$ cat config.mk
export PLATFORM = sky130hd
export DESIGN_NAME = multilevel_queue_rr_scheduler
export DESIGN_NICKNAME = d
export VERILOG_FILES = /design/src/sv/mlqrr_pkg.sv /design/src/sv/multilevel_queue_rr_scheduler.sv
export VERILOG_INCLUDE_DIRS = /design/src /design/src/sv
export SDC_FILE = /design/constraint.sdc
export NUM_CORES = 2
export LEC_CHECK = 0
export BUFFER_PORTS_ARGS = -buffer_cell sky130_fd_sc_hd__clkbuf_2
export CAP_MARGIN = 20
export CORE_AREA = 2 2 433 435
export DETAILED_ROUTE_END_ITERATION = 10
export DIE_AREA = 0 0 435 437
export PLACE_DENSITY_LB_ADDON = 0.1
export SYNTH_ARGS = -nofsm -noshare
export SYNTH_HDL_FRONTEND = slang
export SYNTH_SLANG_ARGS = --single-unit
$ cat constraint.sdc
create_clock -name aclk -period 18.4 [get_ports aclk]
set_input_delay 0.92 -clock aclk [delete_from_list [all_inputs] [get_ports aclk]]
set_output_delay 0.92 -clock aclk [all_outputs]
set_load 0.01 [all_outputs]
$ cat src/sv/multilevel_queue_rr_scheduler_assert.svh
// Assertion macros for the multilevel queue scheduler.
// Each macro samples on aclk and is held off while aresetn is low.
`ifndef MULTILEVEL_QUEUE_RR_SCHEDULER_ASSERT_SVH
`define MULTILEVEL_QUEUE_RR_SCHEDULER_ASSERT_SVH

// Consequent must hold in the same cycle as the antecedent.
`define MLQRR_ASSERT_SAME(lbl, ante, cons, msg) \
    lbl: assert property (@(posedge aclk) disable iff (!aresetn) (ante) |-> (cons)) \
        else $error(msg);

// Consequent must hold in the cycle after the antecedent.
`define MLQRR_ASSERT_NEXT(lbl, ante, cons, msg) \
    lbl: assert property (@(posedge aclk) disable iff (!aresetn) (ante) |=> (cons)) \
        else $error(msg);

`endif

$ cat src/sv/mlqrr_pkg.sv
package mlqrr_pkg;

    // Default sizes
    localparam int MAX_PROCS_DEF = 16;
    localparam int LEVELS_DEF    = 4;

    // Register reset value
    localparam logic [7:0] QUANTUM_RESET = 8'd2;

    // Input word kinds
    localparam logic FUNC_ADMIT = 1'b0;
    localparam logic FUNC_SCHED = 1'b1;

    // Sequencer states
    typedef enum logic [5:0] {
        ST_IDLE = 6'b000001,
        ST_SCAN = 6'b000010,
        ST_READ = 6'b000100,
        ST_CALC = 6'b001000,
        ST_LIFE = 6'b010000,
        ST_OUT  = 6'b100000
    } state_t;

endpackage

$ cat src/sv/multilevel_queue_rr_scheduler.sv
// Admit word: no result word; admits may follow back to back.
// Schedule word: scan of up to LEVELS levels (one level per cycle through a shared priority
// encoder), then read, compute and lifetime states for a grant, or straight to the output
// state for an idle tick. s_tready returns the cycle after the result word loads, which
// waits while the output register is full and m_tready is low.
// Reset (synchronous, aresetn low) clears bitmaps, time and last grant; quantum goes to 2.
`include "multilevel_queue_rr_scheduler_assert.svh"

module multilevel_queue_rr_scheduler #(
    parameter int MAX_PROCS = mlqrr_pkg::MAX_PROCS_DEF,
    parameter int LEVELS    = mlqrr_pkg::LEVELS_DEF
) (
    input  logic         aclk,
    input  logic         aresetn,
    // configuration: quantum
    input  logic         cfg_wr_en,
    input  logic [7:0]   cfg_wr_data,
    // input stream
    input  logic         s_tvalid,
    output logic         s_tready,
    // tdata: proc_index[3:0], level[5:4], duration[21:6], arrival_time[53:22], zero pad
    input  logic [55:0]  s_tdata,
    // tuser: func[0]
    input  logic [0:0]   s_tuser,
    // result stream
    output logic         m_tvalid,
    input  logic         m_tready,
    // tdata: proc_index_res[3:0], start_time[35:4], run_length[51:36], finished[52],
    //        context_switch[53], wait_added[85:54], lifetime[117:86], zero pad
    output logic [119:0] m_tdata,
    // tuser: granted[0]
    output logic [0:0]   m_tuser
);

    localparam int IDX_W = (MAX_PROCS > 1) ? $clog2(MAX_PROCS) : 1;
    localparam int LVL_W = (LEVELS > 1) ? $clog2(LEVELS) : 1;
    localparam int PRV_W = $clog2(MAX_PROCS + 1);

    // Field unpacking
    logic        in_func;
    logic [3:0]  in_idx;
    logic [1:0]  in_lvl;
    logic [15:0] in_dur;
    logic [31:0] in_arr;

    assign in_func = s_tuser[0];
    assign in_idx  = s_tdata[3:0];
    assign in_lvl  = s_tdata[5:4];
    assign in_dur  = s_tdata[21:6];
    assign in_arr  = s_tdata[53:22];

    // State
    mlqrr_pkg::state_t    state_reg, state_next;
    logic [MAX_PROCS-1:0] ready_reg [LEVELS];
    logic [MAX_PROCS-1:0] skip_reg  [LEVELS];
    logic [15:0]          rem_mem   [MAX_PROCS];
    logic [31:0]          arr_mem   [MAX_PROCS];
    logic [31:0]          stop_mem  [MAX_PROCS];
    logic [31:0]          time_reg;
    logic [PRV_W-1:0]     prev_reg;
    logic [7:0]           quantum_reg;
    logic [LVL_W-1:0]     lvl_reg;
    logic [IDX_W-1:0]     slot_reg;
    logic [15:0]          rem_rd_reg;
    logic [31:0]          arr_rd_reg;
    logic [31:0]          stop_rd_reg;

    // Result holding and output registers
    logic                 res_granted_reg;
    logic [3:0]           res_idx_reg;
    logic [31:0]          res_start_reg;
    logic [15:0]          res_run_reg;
    logic                 res_fin_reg;
    logic                 res_cs_reg;
    logic [31:0]          res_wait_reg;
    logic [31:0]          res_life_reg;
    logic [31:0]          end_reg;
    logic                 m_tvalid_reg;
    logic [119:0]         m_tdata_reg;
    logic                 m_tuser_reg;

    // Handshakes
    logic in_fire;
    logic admit_fire;
    logic admit_ok;
    logic out_load;

    assign s_tready   = (state_reg == mlqrr_pkg::ST_IDLE);
    assign in_fire    = s_tvalid && s_tready;
    assign admit_ok   = (32'(in_idx) < MAX_PROCS) && (32'(in_lvl) < LEVELS);
    assign admit_fire = in_fire && (in_func == mlqrr_pkg::FUNC_ADMIT) && admit_ok;
    assign out_load   = (state_reg == mlqrr_pkg::ST_OUT) && (!m_tvalid_reg || m_tready);

    assign m_tvalid = m_tvalid_reg;
    assign m_tdata  = m_tdata_reg;
    assign m_tuser  = m_tuser_reg;

    // Lowest set bit of a candidate map
    function automatic logic [IDX_W-1:0] lowest_set(input logic [MAX_PROCS-1:0] v);
        logic [IDX_W-1:0] n;
        n = '0;
        for (int i = MAX_PROCS - 1; i >= 0; i--) begin
            if (v[i]) begin
                n = IDX_W'(i);
            end
        end
        return n;
    endfunction

    // Shared scan unit: one level per cycle
    logic [MAX_PROCS-1:0] cand_raw;
    logic [MAX_PROCS-1:0] cand;
    logic                 cand_none;
    logic                 last_lvl;

    assign cand_raw  = ready_reg[lvl_reg] & ~skip_reg[lvl_reg];
    assign cand_none = (cand_raw == '0);
    assign cand      = cand_none ? ready_reg[lvl_reg] : cand_raw;
    assign last_lvl  = (lvl_reg == LVL_W'(LEVELS - 1));

    // Slice arithmetic
    logic [7:0]  q_eff;
    logic        fin_c;
    logic [15:0] run_c;
    logic [15:0] rem_new_c;

    assign q_eff     = (quantum_reg == 8'd0) ? 8'd1 : quantum_reg;
    assign fin_c     = (rem_rd_reg <= {8'd0, q_eff});
    assign run_c     = fin_c ? rem_rd_reg : {8'd0, q_eff};
    assign rem_new_c = fin_c ? 16'd0 : (rem_rd_reg - {8'd0, q_eff});

    // Sequencer
    always_comb begin
        state_next = state_reg;
        unique case (state_reg)
            mlqrr_pkg::ST_IDLE: begin
                if (in_fire && (in_func == mlqrr_pkg::FUNC_SCHED)) begin
                    state_next = mlqrr_pkg::ST_SCAN;
                end
            end
            mlqrr_pkg::ST_SCAN: begin
                if (cand != '0) begin
                    state_next = mlqrr_pkg::ST_READ;
                end else if (last_lvl) begin
                    state_next = mlqrr_pkg::ST_OUT;
                end
            end
            mlqrr_pkg::ST_READ: state_next = mlqrr_pkg::ST_CALC;
            mlqrr_pkg::ST_CALC: state_next = mlqrr_pkg::ST_LIFE;
            mlqrr_pkg::ST_LIFE: state_next = mlqrr_pkg::ST_OUT;
            mlqrr_pkg::ST_OUT: begin
                if (out_load) begin
                    state_next = mlqrr_pkg::ST_IDLE;
                end
            end
            default: state_next = mlqrr_pkg::ST_IDLE;
        endcase
    end

    always_ff @(posedge aclk) begin
        if (!aresetn) begin
            state_reg <= mlqrr_pkg::ST_IDLE;
        end else begin
            state_reg <= state_next;
        end
    end

    // Quantum register
    always_ff @(posedge aclk) begin
        if (!aresetn) begin
            quantum_reg <= mlqrr_pkg::QUANTUM_RESET;
        end else if (cfg_wr_en) begin
            quantum_reg <= cfg_wr_data;
        end
    end

    // Level bitmaps: admit moves a slot, scan clears spent skip marks, slice end updates
    always_ff @(posedge aclk) begin
        if (!aresetn) begin
            for (int lv = 0; lv < LEVELS; lv++) begin
                ready_reg[lv] <= '0;
                skip_reg[lv]  <= '0;
            end
        end else if (admit_fire) begin
            for (int lv = 0; lv < LEVELS; lv++) begin
                ready_reg[lv][IDX_W'(in_idx)] <= (lv == 32'(in_lvl));
                skip_reg[lv][IDX_W'(in_idx)]  <= 1'b0;
            end
        end else if (state_reg == mlqrr_pkg::ST_SCAN) begin
            if (cand_none) begin
                skip_reg[lvl_reg] <= '0;
            end
        end else if (state_reg == mlqrr_pkg::ST_CALC) begin
            if (fin_c) begin
                ready_reg[lvl_reg][slot_reg] <= 1'b0;
                skip_reg[lvl_reg][slot_reg]  <= 1'b0;
            end else begin
                skip_reg[lvl_reg][slot_reg]  <= 1'b1;
            end
        end
    end

    // Scan level and granted slot
    always_ff @(posedge aclk) begin
        if (!aresetn) begin
            lvl_reg  <= '0;
            slot_reg <= '0;
        end else if (in_fire) begin
            lvl_reg <= '0;
        end else if (state_reg == mlqrr_pkg::ST_SCAN) begin
            if (cand != '0) begin
                slot_reg <= lowest_set(cand);
            end else if (!last_lvl) begin
                lvl_reg <= lvl_reg + 1'b1;
            end
        end
    end

    // Per-slot stores: write on admit (remaining and stop time also at slice end), registered read at the granted slot
    always_ff @(posedge aclk) begin
        if (admit_fire) begin
            rem_mem[IDX_W'(in_idx)] <= in_dur;
        end else if (state_reg == mlqrr_pkg::ST_CALC) begin
            rem_mem[slot_reg] <= rem_new_c;
        end
        if (state_reg == mlqrr_pkg::ST_READ) begin
            rem_rd_reg <= rem_mem[slot_reg];
        end
    end

    always_ff @(posedge aclk) begin
        if (admit_fire) begin
            arr_mem[IDX_W'(in_idx)] <= in_arr;
        end
        if (state_reg == mlqrr_pkg::ST_READ) begin
            arr_rd_reg <= arr_mem[slot_reg];
        end
    end

    always_ff @(posedge aclk) begin
        if (admit_fire) begin
            stop_mem[IDX_W'(in_idx)] <= in_arr;
        end else if (state_reg == mlqrr_pkg::ST_CALC) begin
            stop_mem[slot_reg] <= time_reg + 32'(run_c);
        end
        if (state_reg == mlqrr_pkg::ST_READ) begin
            stop_rd_reg <= stop_mem[slot_reg];
        end
    end

    // Time and last grant
    always_ff @(posedge aclk) begin
        if (!aresetn) begin
            time_reg <= '0;
            prev_reg <= PRV_W'(MAX_PROCS);
        end else if ((state_reg == mlqrr_pkg::ST_SCAN) && (cand == '0) && last_lvl) begin
            time_reg <= time_reg + 32'd1;
        end else if (state_reg == mlqrr_pkg::ST_CALC) begin
            time_reg <= time_reg + 32'(run_c);
            prev_reg <= PRV_W'(slot_reg);
        end
    end

    // Build the result word
    always_ff @(posedge aclk) begin
        if ((state_reg == mlqrr_pkg::ST_SCAN) && (cand == '0) && last_lvl) begin
            res_granted_reg <= 1'b0;
            res_idx_reg     <= '0;
            res_start_reg   <= time_reg;
            res_run_reg     <= 16'd1;
            res_fin_reg     <= 1'b0;
            res_cs_reg      <= 1'b0;
            res_wait_reg    <= '0;
            res_life_reg    <= '0;
        end else if (state_reg == mlqrr_pkg::ST_CALC) begin
            res_granted_reg <= 1'b1;
            res_idx_reg     <= 4'(slot_reg);
            res_start_reg   <= time_reg;
            res_run_reg     <= run_c;
            res_fin_reg     <= fin_c;
            res_cs_reg      <= (prev_reg != PRV_W'(slot_reg));
            end_reg         <= time_reg + 32'(run_c);
        end else if (state_reg == mlqrr_pkg::ST_LIFE) begin
            res_wait_reg <= res_start_reg - stop_rd_reg;
            res_life_reg <= res_fin_reg ? (end_reg - arr_rd_reg) : 32'd0;
        end
    end

    // Output register: load when free, drop once taken
    always_ff @(posedge aclk) begin
        if (!aresetn) begin
            m_tvalid_reg <= 1'b0;
        end else if (out_load) begin
            m_tvalid_reg <= 1'b1;
        end else if (m_tready) begin
            m_tvalid_reg <= 1'b0;
        end
    end

    always_ff @(posedge aclk) begin
        if (out_load) begin
            m_tuser_reg <= res_granted_reg;
            m_tdata_reg <= {2'b00, res_life_reg, res_wait_reg, res_cs_reg, res_fin_reg,
                            res_run_reg, res_start_reg, res_idx_reg};
        end
    end

    // Checks
    logic [15:0] out_run;
    logic        out_fin;

    assign out_run = m_tdata_reg[51:36];
    assign out_fin = m_tdata_reg[52];

    `MLQRR_ASSERT_NEXT(a_sched_starts_scan,
        in_fire && (in_func == mlqrr_pkg::FUNC_SCHED),
        state_reg == mlqrr_pkg::ST_SCAN, "schedule word did not start a scan")
    `MLQRR_ASSERT_SAME(a_idle_tick_shape, m_tvalid_reg && !m_tuser_reg,
        (out_run == 16'd1) && !out_fin, "idle tick word malformed")
    `MLQRR_ASSERT_SAME(a_run_within_quantum, m_tvalid_reg && m_tuser_reg,
        out_run <= {8'd0, q_eff}, "granted run exceeds quantum")
    `MLQRR_ASSERT_SAME(a_grant_is_ready, state_reg == mlqrr_pkg::ST_CALC,
        ready_reg[lvl_reg][slot_reg], "granted slot not ready in its level")

endmodule

# Word-level counts from Yosys, hierarchy flattened
# Memory sizes are Yosys's and may differ from the RTL's. A register that Yosys moved wholly into a read port is not among the register bits.
# Cells that the tools add are included.
# W data, S select, Z words.
# word_totals
ff_bits,328
latch_bits,0
inputBits,70
memories,5
output_inout_bits,123
ram_bits,1408
elab_cells,481
mem_bits_ro,0
# op_classes
add_sub_neg,6
shift,0
n_div,0
mul,0
bitwise,169
order_cmp,5
n_reduce_logical,27
eq_ne,14
mux,237
# memory_table
name,words,word_bits,read_ports,rd_clocked_by_memory_dff,write_ports,line,text
arr_mem,16,32,1,1,1,multilevel_queue_rr_scheduler.sv:57,logic [31:0] arr_mem [MAX_PROCS];
stop_mem,16,32,1,1,1,multilevel_queue_rr_scheduler.sv:58,logic [31:0] stop_mem [MAX_PROCS];
rem_mem,16,16,1,1,1,multilevel_queue_rr_scheduler.sv:56,logic [15:0] rem_mem [MAX_PROCS];
ready_reg,4,16,1,1,4,multilevel_queue_rr_scheduler.sv:54,logic [MAX_PROCS-1:0] ready_reg [LEVELS];
skip_reg,4,16,1,1,4,multilevel_queue_rr_scheduler.sv:55,logic [MAX_PROCS-1:0] skip_reg [LEVELS];
# op_table
operator,count
$mux W32,6
$mux W1,188
$mux W16,11
$or A1 B1 Y1,160
$mux W4,18
$sub A32 B32 Y32,2
$reduce_or A16 Y1,3
$pmux W6 S6,1
$add A32 B1 Y32 const B,1
$add A32 B16 Y32,1
$logic_not A16 Y1,2
$reduce_or A32 Y1,1
$mux W6,4
$and A16 B16 Y16,1
$le A16 B8 Y1,1
$not A16 Y16,1
$reduce_bool A16 Y1,1
$sub A16 B8 Y16,1
$mux W2,6
$lt A4 B5 Y1 const B,2
$reduce_and A3 Y1,3
$demux W1 S4,2
$ge A4 B1 Y1 const B,2
$logic_and A1 B1 Y1,8
other kinds (23),32

# Depth between registers and ports, before layout
# depth
word_depth,20
depth_mapped,28
depth_no_buf,28

# Worst setup path after synthesis
# OpenSTA, ideal clock, no wires.
# synth_timing
path_kind,reg2reg
start,register state_reg[5]
end,register state_reg[0]
path_buffers,0
setup_slack_ns,10.910
stages_incl_launch_ff,5
period_less_slack_ns,7.490
required_ns,18.264
setup_time_ns,0.136
arrival_time_ns,7.354
path_cell_list,dfxtp_1 > or4_1 > nor3b_1 > or4_1 > o211ai_1
# synth_via
elab_chain_cells,5
elab_cells_between_ends,14
cone_classes,9 x eq/ne; 1 x mux; 4 x reduce/logical
# synth_rtl
element,line,text
from (decl),multilevel_queue_rr_scheduler.sv:53,"mlqrr_pkg::state_t state_reg, state_next;"
from (signal assigned),multilevel_queue_rr_scheduler.sv:162,state_reg <= mlqrr_pkg::ST_IDLE;
from (signal assigned),multilevel_queue_rr_scheduler.sv:164,state_reg <= state_next;
$eq A6 B1 Y1,"multilevel_queue_rr_scheduler.sv:88, multilevel_queue_rr_scheduler.sv:135",
$logic_and A1 B1 Y1,multilevel_queue_rr_scheduler.sv:89,assign in_fire = s_tvalid && s_tready;
$logic_and A1 B1 Y1,multilevel_queue_rr_scheduler.sv:137,if (in_fire && (in_func == mlqrr_pkg::FUNC_SCHED)) begin
$ne A2 B1 Y1 (no source line),--,
$reduce_and A3 Y1 (no source line),--,
# Several ways; a longest one is shown, not always the timed one.
# A chain may end at the register's enable or synchronous reset.

# Final worst setup path
# layout_timing
start,register quantum_reg[4]
end,"memory stop_mem[6][30], data pin"
# layout_via
elab_chain_cells,6
# layout_rtl
element,line,text
from (decl),multilevel_queue_rr_scheduler.sv:61,logic [7:0] quantum_reg;
from (signal assigned),multilevel_queue_rr_scheduler.sv:171,quantum_reg <= mlqrr_pkg::QUANTUM_RESET;
from (signal assigned),multilevel_queue_rr_scheduler.sv:173,quantum_reg <= cfg_wr_data;
$logic_not A8 Y1,multilevel_queue_rr_scheduler.sv:127,assign q_eff = (quantum_reg == 8'd0) ? 8'd1 : quantum_reg;
$mux W8 *,multilevel_queue_rr_scheduler.sv:127,
$le A16 B8 Y1,multilevel_queue_rr_scheduler.sv:128,"assign fin_c = (rem_rd_reg <= {8'd0, q_eff});"
$mux W16 *,multilevel_queue_rr_scheduler.sv:129,"assign run_c = fin_c ? rem_rd_reg : {8'd0, q_eff};"
$add A32 B16 Y32 *,multilevel_queue_rr_scheduler.sv:244,stop_mem[slot_reg] <= time_reg + 32'(run_c);
$mux W32 (no source line) *,--,
to (decl),multilevel_queue_rr_scheduler.sv:58,
# Mark *: on every way between the ends. The rest lies on a longest branch, timed or not.

==> results.py <==
metrics = {
    "synth": {
        "yosysTopAreaCellShare": 0.655,
        "syn_area_per_cell_sq_um": 17.4,
        "synth_commonest_cells": "1607 x edfxtp_1, 432 x mux4_2, 329 x nand2_1, 270 x nor2_1, 211 x dfxtp_1",
        "synthCells": 4240,
        "synth_area_sq_um": 73700,
        "synth-async-reset-ratio": 0,
        "synth.distinct_cells": 90,
        "synth_top_cell_by_area": "edfxtp_1",
        "yosys-top-cells-area": "edfxtp_1 66%, mux4_2 13%, dfxtp_1 5.7%",
        "ys_seq_elements": 1818,
        "yosys_warnings": 0,
        "synth_flop_cell": "edfxtp_1",
        "yosysMostFrequentCell": "edfxtp_1",
        "seq_area_frac_synth": 0.712,
        "synth_edf_count": 1607,
    },
    "timing": {
        "fin_tns_setup_ps": 0,
        "setup_viol": 0,
        "worst_slew_pin_slew_ps": 1210,
        "clock.fmax_mhz": 127,
        "rsz0062_at_grt": "no",
        "hold_viol": 0,
        "fin_ws_ps": 10520,
        "slew_headroom": 0.190,
        "hold_ws_ps": 354,
        "slew_violations": 0,
        "min_period_ps": 7880,
        "min_period_over_period": 0.428,
        "skew_ps": 46.7,
    },
    "global_routing": {
        "antenna_found_initial": 12,
        "grt_pass1_vias": 39974,
        "grt_max_degree": 116,
        "grt_pass1_wl_mm": 305,
        "grt_overflow_total": 0,
        "track_usage": 0.226,
    },
    "finish": {
        "fill_cells": 16050,
        "final_cells": 7183,
        "reg.largest.list": "arr_mem: 512 flops, stop_mem: 512 flops, rem_mem: 256 flops",
        "drive_gt1_frac": 0.231,
        "nNetsFinal": 4703,
        "areaGrowthSynthToFinish_pct": 14.6,
        "stdcell_area_sq_um": 84400,
    },
    "routing": {
        "routed_wl_mm": 215,
        "drt_iter0_markers": 4035,
        "dr.pass1.iters": 7,
        "vias_per_cell": 5.58,
        "via_count": 40080,
        "wire_per_inst_microns": 29.9,
        "drtAntennaViolNets": 0,
        "drc": 0,
    },
    "placed_design": {
        "dp_cells": 6819,
        "portBuffers": 188,
        "dpl_worst_slack_ps": 10390,
        "gp_congestion": 0.856,
        "dp_hpwl_mm": 132,
        "placedInstanceArea_sq_um": 78000,
    },
    "power": {
        "p_per_area_nw_per_um2": 101,
        "p_sw_frac": 0.207,
        "power.share.clock": 0.453,
        "max-vdd-ir-drop_mv": 0.0771,
        "p_int_mw": 6.79,
        "power.leakage_nw": 27.6,
        "p_sw_mw": 1.77,
        "pwr-share-comb": 0.020,
        "seqPwrFrac": 0.527,
    },
    "hold_path": {
        "holdPathEnd": "quantum_reg[7]",
        "min_path_cells": 3,
        "worst_hold_path_type": "in2reg",
        "worstHoldStart": "cfg_wr_data[7]",
    },
    "critical_path": {
        "start_kind": "register",
        "worstSetupPathType": "reg2reg",
        "reg2reg_setup_slack_ps": 10520,
        "reg2reg_depth": 27,
        "cp-end-kind": "register",
        "path_max_fanout": 18,
        "arrival_ps": 8460,
        "regToRegStartpoint": "quantum_reg[4]",
        "required_ps": 18980,
        "worstReg2RegEnd": "stop_mem[6][30]",
    },
    "floorplan": {
        "core_sq_um": 185000,
        "row_count": 158,
        "die_y_microns": 437,
        "die-area_sq_um": 190000,
        "initial_core_util": 0.398,
        "io_pins": 193,
        "die_w_microns": 435,
    },
    "clocking": {
        "cts-resized-gates": 0,
        "clk_latency_ps": 840,
        "holdBufCountCts": 0,
        "clock-sinks": 1818,
        "h-tree-depth": 4,
        "cts_buffers": 192,
        "cts_tree": "done",
        "cts_setup_buffers": 0,
        "clk_pin_slew_ps": 60,
        "clockRootBuffer": "clkbuf_16",
        "cts_max_path_buffers": 3,
    },
    "run": {
        "max-cap-violations": 0,
    },
    "run_status": {
        "status": "completed",
    },
}
[worst max-delay path by stage]
| stage | from | endpoint | slack [ps] | depth (start not counted) |
|---|---|---|---|---|
| final | quantum_reg[4] | stop_mem[6][30] | 10520 | 27 |
| after CTS | quantum_reg[4] | stop_mem[7][31] | 10370 | 28 |
| after global routing | quantum_reg[4] | stop_mem[0][30] | 9710 | 27 |
| after global placement | quantum_reg[3] | stop_mem[0][31] | 10400 | 28 |
| after detailed placement | quantum_reg[3] | stop_mem[0][31] | 10390 | 28 |
| after floorplan | state_reg[5] | state_reg[0] | 10910 | 4 |
[kinds of logic (layout without fill, tap and decap cells)]
family / after synthesis / after routing / synth area share
DFF: 1818 / 1818 / 0.712
and+or+nand+nor: 881 / 881 / 0.0549
AOI/OAI and AO/OA: 568 / 568 / 0.0513
muxes: 449 / 449 / 0.134
buffers and inverters: 320 / 770 / 0.0176
xor gates and xnor gates: 108 / 108 / 0.0128
adders and majority gates: 95 / 95 / 0.0165
other: 1 / 14 / 0.0000509
[cells in the final DEF (no fill, tap or decap), types with 13 or more instances in the layout]
| master | synthesis | final |
|---|---|---|
| and2_1 | 32 | 32 |
| xnor2_1 | 70 | 70 |
| nand2_1 | 329 | 329 |
| nor2_4 | 0 | 28 |
| nor3_1 | 28 | 24 |
| a31oi_1 | 21 | 21 |
| clkbuf_16 | 0 | 195 |
| dfxtp_1 | 211 | 206 |
| nor2b_1 | 28 | 27 |
| nor4_1 | 13 | 13 |
| a311oi_1 | 17 | 17 |
| clkinv_2 | 0 | 27 |
| a22oi_1 | 44 | 44 |
| and3_1 | 39 | 39 |
| edfxtp_1 | 1607 | 1607 |
| a21o_1 | 78 | 78 |
| bufinv_16 | 0 | 16 |
| o21a_1 | 17 | 17 |
| buf_4 | 4 | 97 |
| o21ai_0 | 92 | 92 |
| nor2_1 | 270 | 242 |
| nand2b_1 | 28 | 28 |
| clkbuf_8 | 0 | 17 |
| o211ai_1 | 38 | 38 |
| nand3_1 | 41 | 41 |
| clkinv_1 | 1 | 30 |
| mux4_2 | 432 | 432 |
| mux2i_1 | 15 | 15 |
| a21oi_1 | 164 | 164 |
| ha_1 | 91 | 91 |
| clkbuf_2 | 0 | 189 |
| clkbuf_1 | 142 | 50 |
| xor2_1 | 38 | 38 |
| inv_1 | 118 | 116 |
[power groups by stage]
| stage | combinational [mW] | clock, mW | sequential (mW) |
|---|---|---|---|
| final | 0.169 | 3.88 | 4.51 |
| after global routing | 0.183 | 4.12 | 4.51 |
| after CTS | 0.170 | 3.97 | 4.51 |
| after detailed placement | 0.169 | 0 | 4.60 |
| after global placement | 0.166 | 0 | 4.60 |
| after floorplan | 0.0803 | 0 | 4.60 |
[worst max-delay path: stages, from the launching register on]
cell and delay [ps]:
dfxtp_1 320, nor4_1 370, a41o_1 270, ha_1 180, inv_1 50, fa_1 400
a21oi_1 170, nor2_1 60, nor2_1 200, nor2_1 70, nor2_1 100, o21ai_1 230
o21ai_0 230, nor3b_2 540, buf_4 340, mux2i_1 520, fa_1 320, nor2b_1 60
o21ai_0 190, a21boi_0 170, o21ai_0 420, o21ai_0 260, o41a_1 410, a211oi_2 760
nor2_1 140, xor2_1 220, nand2_1 180, nand2_1 410
[through the flow]
stage           util  power [mW]
6_report       0.456        8.56
5_1_grt        0.456        8.82
4_1_cts        0.456        8.65
3_5_place_dp   0.422        4.77
3_3_place_gp   0.421        4.76
2_1_floorplan      -        4.68
[layer usage]
layer / global-route usage / vias to the layer above / part of all wire
met1: 0.314 / 21159 / 0.43
met3: 0.0382 / 277 / 0.057
met4: 0.0593 / 8 / 0.024
li1: - / 17369 / -
met2: 0.369 / 1267 / 0.49
met5: 0 / - / 0.00026
[area by class of cell]
type | count | area [sq um] | area share
antenna | 4 | 10.0 | 0.000119
clock buffer | 261 | 5290 | 0.0626
clock inverter | 94 | 1050 | 0.0124
inverter | 120 | 453 | 0.00536
multi-input combinational | 2111 | 20200 | 0.239
sequential | 1818 | 52500 | 0.622
tap | 2480 | 3100 | 0.0367
timing repair buffer | 295 | 1850 | 0.0219
No activity file was read; power rests on OpenSTA's default activity.
